### src/hdl/s2c_pkg.sv
// s2c_pkg: shared constants, types and functions for spherical_to_cartesian
// holds the degree cordic angle table and fixed point formats; no dependencies
package s2c_pkg;

  localparam int CordicStages = 16;
  localparam int TableLen     = 24;
  localparam int NStages      = (CordicStages < TableLen) ? CordicStages : TableLen;
  localparam int CW           = 28;   // cordic x/y width, q24 plus guard
  localparam int ZW           = 30;   // angle accumulator width, q20 degrees
  localparam int SIdxW        = $clog2(TableLen);

  localparam logic signed [CW-1:0] GainQ24 = 28'sd10188014;
  localparam logic signed [17:0] Deg90Q8  = 18'sd23040;
  localparam logic signed [17:0] Deg180Q8 = 18'sd46080;
  localparam logic signed [18:0] Deg360Q8 = 19'sd92160;
  localparam logic signed [16:0] OutMax   = 17'sd65535;

  typedef logic signed [CW-1:0] cw_t;
  typedef logic signed [ZW-1:0] zw_t;

  function automatic zw_t atan_deg(input logic [SIdxW-1:0] idx);
    zw_t v;
    unique case (idx)
      5'd0:  v = 30'sd47185920;
      5'd1:  v = 30'sd27855475;
      5'd2:  v = 30'sd14718068;
      5'd3:  v = 30'sd7471121;
      5'd4:  v = 30'sd3750058;
      5'd5:  v = 30'sd1876857;
      5'd6:  v = 30'sd938658;
      5'd7:  v = 30'sd469357;
      5'd8:  v = 30'sd234682;
      5'd9:  v = 30'sd117342;
      5'd10: v = 30'sd58671;
      5'd11: v = 30'sd29335;
      5'd12: v = 30'sd14668;
      5'd13: v = 30'sd7334;
      5'd14: v = 30'sd3667;
      5'd15: v = 30'sd1833;
      5'd16: v = 30'sd917;
      5'd17: v = 30'sd458;
      5'd18: v = 30'sd229;
      5'd19: v = 30'sd115;
      5'd20: v = 30'sd57;
      5'd21: v = 30'sd29;
      5'd22: v = 30'sd14;
      5'd23: v = 30'sd7;
      default: v = '0;
    endcase
    return v;
  endfunction

  typedef struct packed {
    logic signed [17:0] ang;  // reduced q8 degrees within +-90
    logic               flip;
  } red_t;

  // wrap into [-180,180), then fold into +-90
  function automatic red_t reduce(input logic signed [17:0] a_in);
    logic signed [18:0] a;
    red_t r;
    a = 19'(a_in);
    if (a >= 19'(Deg180Q8)) a = a - Deg360Q8;
    if (a < -19'(Deg180Q8)) a = a + Deg360Q8;
    r.flip = 1'b0;
    if (a > 19'(Deg90Q8)) begin
      a = a - 19'(Deg180Q8);
      r.flip = 1'b1;
    end else if (a < -19'(Deg90Q8)) begin
      a = a + 19'(Deg180Q8);
      r.flip = 1'b1;
    end
    r.ang = a[17:0];
    return r;
  endfunction

endpackage

### src/hdl/s2c_cordic.sv
// s2c_cordic: pipelined rotation cordic giving cosine and sine in q24
// one register stage per iteration plus input reduction; uses s2c_pkg
module s2c_cordic import s2c_pkg::*; (
  input  logic               clk_i,
  input  logic               en_i,
  input  logic signed [17:0] ang_i,
  output cw_t                cos_o,
  output cw_t                sin_o
);

  cw_t  x_q [NStages+1];
  cw_t  y_q [NStages+1];
  zw_t  z_q [NStages+1];
  logic f_q [NStages+1];
  red_t red;

  assign red = reduce(ang_i);

  always_ff @(posedge clk_i) begin
    if (en_i) begin
      x_q[0] <= GainQ24;
      y_q[0] <= '0;
      z_q[0] <= ZW'(red.ang) <<< 12;
      f_q[0] <= red.flip;
    end
  end

  for (genvar i = 0; i < NStages; i++) begin : g_stage
    always_ff @(posedge clk_i) begin
      if (en_i) begin
        f_q[i+1] <= f_q[i];
        if (!z_q[i][ZW-1]) begin
          x_q[i+1] <= x_q[i] - (y_q[i] >>> i);
          y_q[i+1] <= y_q[i] + (x_q[i] >>> i);
          z_q[i+1] <= z_q[i] - atan_deg(SIdxW'(i));
        end else begin
          x_q[i+1] <= x_q[i] + (y_q[i] >>> i);
          y_q[i+1] <= y_q[i] - (x_q[i] >>> i);
          z_q[i+1] <= z_q[i] + atan_deg(SIdxW'(i));
        end
      end
    end
  end

  assign cos_o = f_q[NStages] ? -x_q[NStages] : x_q[NStages];
  assign sin_o = f_q[NStages] ? -y_q[NStages] : y_q[NStages];

endmodule

### config.mk
export PLATFORM = sky130hd
export DESIGN_NAME = s2c_cordic
export DESIGN_NICKNAME = d
export VERILOG_FILES = /design/src/hdl/s2c_pkg.sv /design/src/hdl/s2c_cordic.sv
export SDC_FILE = /design/constraint.sdc
export NUM_CORES = 2
export LEC_CHECK = 0
export BUFFER_PORTS_ARGS = -buffer_cell sky130_fd_sc_hd__buf_2
export CORE_MARGIN = 4
export CORE_UTILIZATION = 59
export DETAILED_ROUTE_END_ITERATION = 7
export GPL_TIMING_DRIVEN = 0
export PLACE_DENSITY = 0.77
export REMOVE_ABC_BUFFERS = 1
export SETUP_SLACK_MARGIN = 0.2
export SLEW_MARGIN = 20
export SYNTH_ARGS = -nofsm -noshare
export SYNTH_HDL_FRONTEND = slang
export SYNTH_SLANG_ARGS = --single-unit
### constraint.sdc
create_clock -name clk_i -period 5.19 [get_ports clk_i]
set_clock_uncertainty 0.2 [all_clocks]
set_input_delay 0.2595 -clock clk_i [delete_from_list [all_inputs] [get_ports clk_i]]
set_output_delay 0.2595 -clock clk_i [all_outputs]
set_load 0.01 [all_outputs]
==> out/qor.yml <==
fin_crit_sh_pct: 93.78
numPortBuffers: 75
synth-seq-cells: 1241
overflow: 0
initial_core_util_pct: 59.59
seq_area_mm2: 0.03727
rsz0062_at_grt: "true"
vias_per_cell: 6.161
grt_usage_pct: 26.35
min_period_ns: 4.867
cap_violations: 0
multi_input_area_mm2: 0.06399
ant_nets: 0
min_from: "en_i"
synth_top_area_share_pct: 36.30
ys.warnings.count: 0
first_pass_iters: 8
arrival_ns: 5.18
status: "finished, violations left"
timing.rr.start: "y_q[8][15]"
clk_latency_ns: 0.78
grt_pass1_wl_um: 393600
fmax_mhz: 205.5
cts_inserted_buffers: 143
placedCellCount: 12699
syn_area_mm2: 0.1027
drt_iter0_drc: 5703
synth_top_cell_by_area: "edfxtp_1"
yosysSeqAreaShare_pct: 36.30
layout_setup_ws_ns: 0.3229
cp-end-kind: "flip-flop"
tightest_slew_ns: 1.024
core_area_mm2: 0.1723
setup.worst_path.class: "reg -> reg"
area_growth_pct: 9.741
avgSynthCellArea_um2: 9.820
yosys-top-cells-area: "edfxtp_1 36%, ha_1 14%, xnor2_1 9.1%"
drc: 5
wl_um: 246600
synthTopCellsByCount: "1241 x edfxtp_1, 1169 x ha_1, 1067 x xnor2_1"
ys_async_sr_fraction_pct: 0
crit_path_start_kind: "flip-flop"
nFillCells: 13408
first_global_vias: 76841
cts_root_buffer: "clkbuf_16"
clk_pin_slew_worst_paths_ns: 0.06
setup_viol_count_final: 0
cts_tree: "yes"
synth_ff_type: "edfxtp_1"
die_width_um: 425.2
finalMaxSlewViolations: 0
num_rows: 152
hold_ws_ns: 0.04734
clock-sinks: 1241
die_height_um: 425.2
cp_max_fo: 5
dpl.hpwl_um: 184700
cts_buffer_depth: 3
crit_start: "y_q[8][15]"
top_level_ports: 76
h-tree-depth: 4
fin_cells: 13049
antenna_found_initial: 3
grt_max_degree: 157
yosysMostFrequentCell: "edfxtp_1"
synth_edf_count: 1241
violations: "DRC"
num-nets-final: 11854
die_area_mm2: 0.1808
via_count: 80394
syn_inst: 10455
hold_viol: 0
ys_types: 101
required_ns: 5.51
pre_cts_ws_ns: -3.305
wl_per_cell_um: 18.90
drive_above_1_share_pct: 6.305
gp_congestion: 0.9446
max-slew-margin-rel_pct: 31.31
hp-class: "in -> reg"
layout make-up:
class                      instances  share of cell area, %
sequential                      1241                  33.07
clock buffer                     169                  3.338
tap                             2310                  2.565
inverter                         420                  1.447
clock inverter                    96                 0.8995
antenna                            1               0.002221
timing repair inverter             1               0.004442
timing repair buffer             180                  1.877
multi-input combinational       8631                  56.79
critical path: stages (launching register included):
cell and delay, ns:
edfxtp_1 0.47, or3_1 0.43, or4_1 0.45, or3_1 0.41, o31ai_2 0.23, xnor2_1 0.16
ha_1 0.32, a21o_1 0.25, o41ai_4 0.35, o311ai_2 0.20, a31o_2 0.24, or4_1 0.43
a31oi_1 0.23, o21bai_1 0.11, xnor2_1 0.14
cell families after synthesis:
kind of cell	Yosys count	share of synthesized area, %
AO/OA/AOI/OAI	3214	20.13
XOR/XNOR	1543	13.18
buffers and inverters	585	2.172
AND/OR/NAND/NOR	2566	12.13
multiplexers	90	0.9335
flip-flops	1241	36.30
adder cells (fa/ha/maj)	1216	15.16
layout by cell type, fill, tap and decap left out, types with 52 or more instances in the layout:
master	count
a211oi_1	124
a21o_1	441
a21oi_1	996
a31oi_1	93
and3_1	96
buf_2	74
clkbuf_16	149
edfxtp_1	1241
ha_1	1168
inv_1	405
nand2_1	554
nand2b_1	167
nand3_1	196
nand4_1	58
nor2_1	737
nor2b_1	128
nor3_1	252
o211ai_1	66
o21a_1	180
o21ai_0	571
o21bai_1	147
o31ai_1	146
or2_2	52
or3_1	83
xnor2_1	1064
xor2_1	474
final timing paths:
check | to | slack [ns] | cells after the start
max reg2reg | x_q[9][27] | 0.32 | 14
max | x_q[9][27] | 0.32 | 14
min | y_q[3][23] | 0.05 | 2
min reg2reg | f_q[0][9] | 0.22 | 0
state kept, by name, summed over array words and instances (netlist names):
signal	cells
f_q	17
x_q	400
y_q	420
z_q	404
per-stage QoR:
stage | instance area [um2] | utilization [%] | setup TNS (ns)
after CTS | 111800 | 64.89 | 0
after global routing | 112700 | 65.39 | 0
after floorplan | 102000 | - | -4.543
after global placement | 105300 | 61.10 | -
after detailed placement | 105900 | 61.46 | -1205.73
final | 112700 | 65.39 | 0
per-layer routing:
layer	vias to the layer above	part of all wire, %	GRT usage (%)
li1	39541	-	-
met1	38188	43	33.33
met2	2158	49	46.61
met3	505	4.9	3.185
met4	2	3.6	8.970
met5	-	0.0053	0
repair_timing:
item | CTS | global route
hold buffers | 32 | 3
cloned | 14 | 4
endpoints found under the setup margin | 723 | 67
pin swaps | 3 | 16
gates resized for setup | 58 | 110
buffers inserted | 8 | 23
hold endpoints to repair | 163 | 147
Power is not shown: default switching activity piles up to over one toggle a cycle in this logic, so the estimate is an artifact.
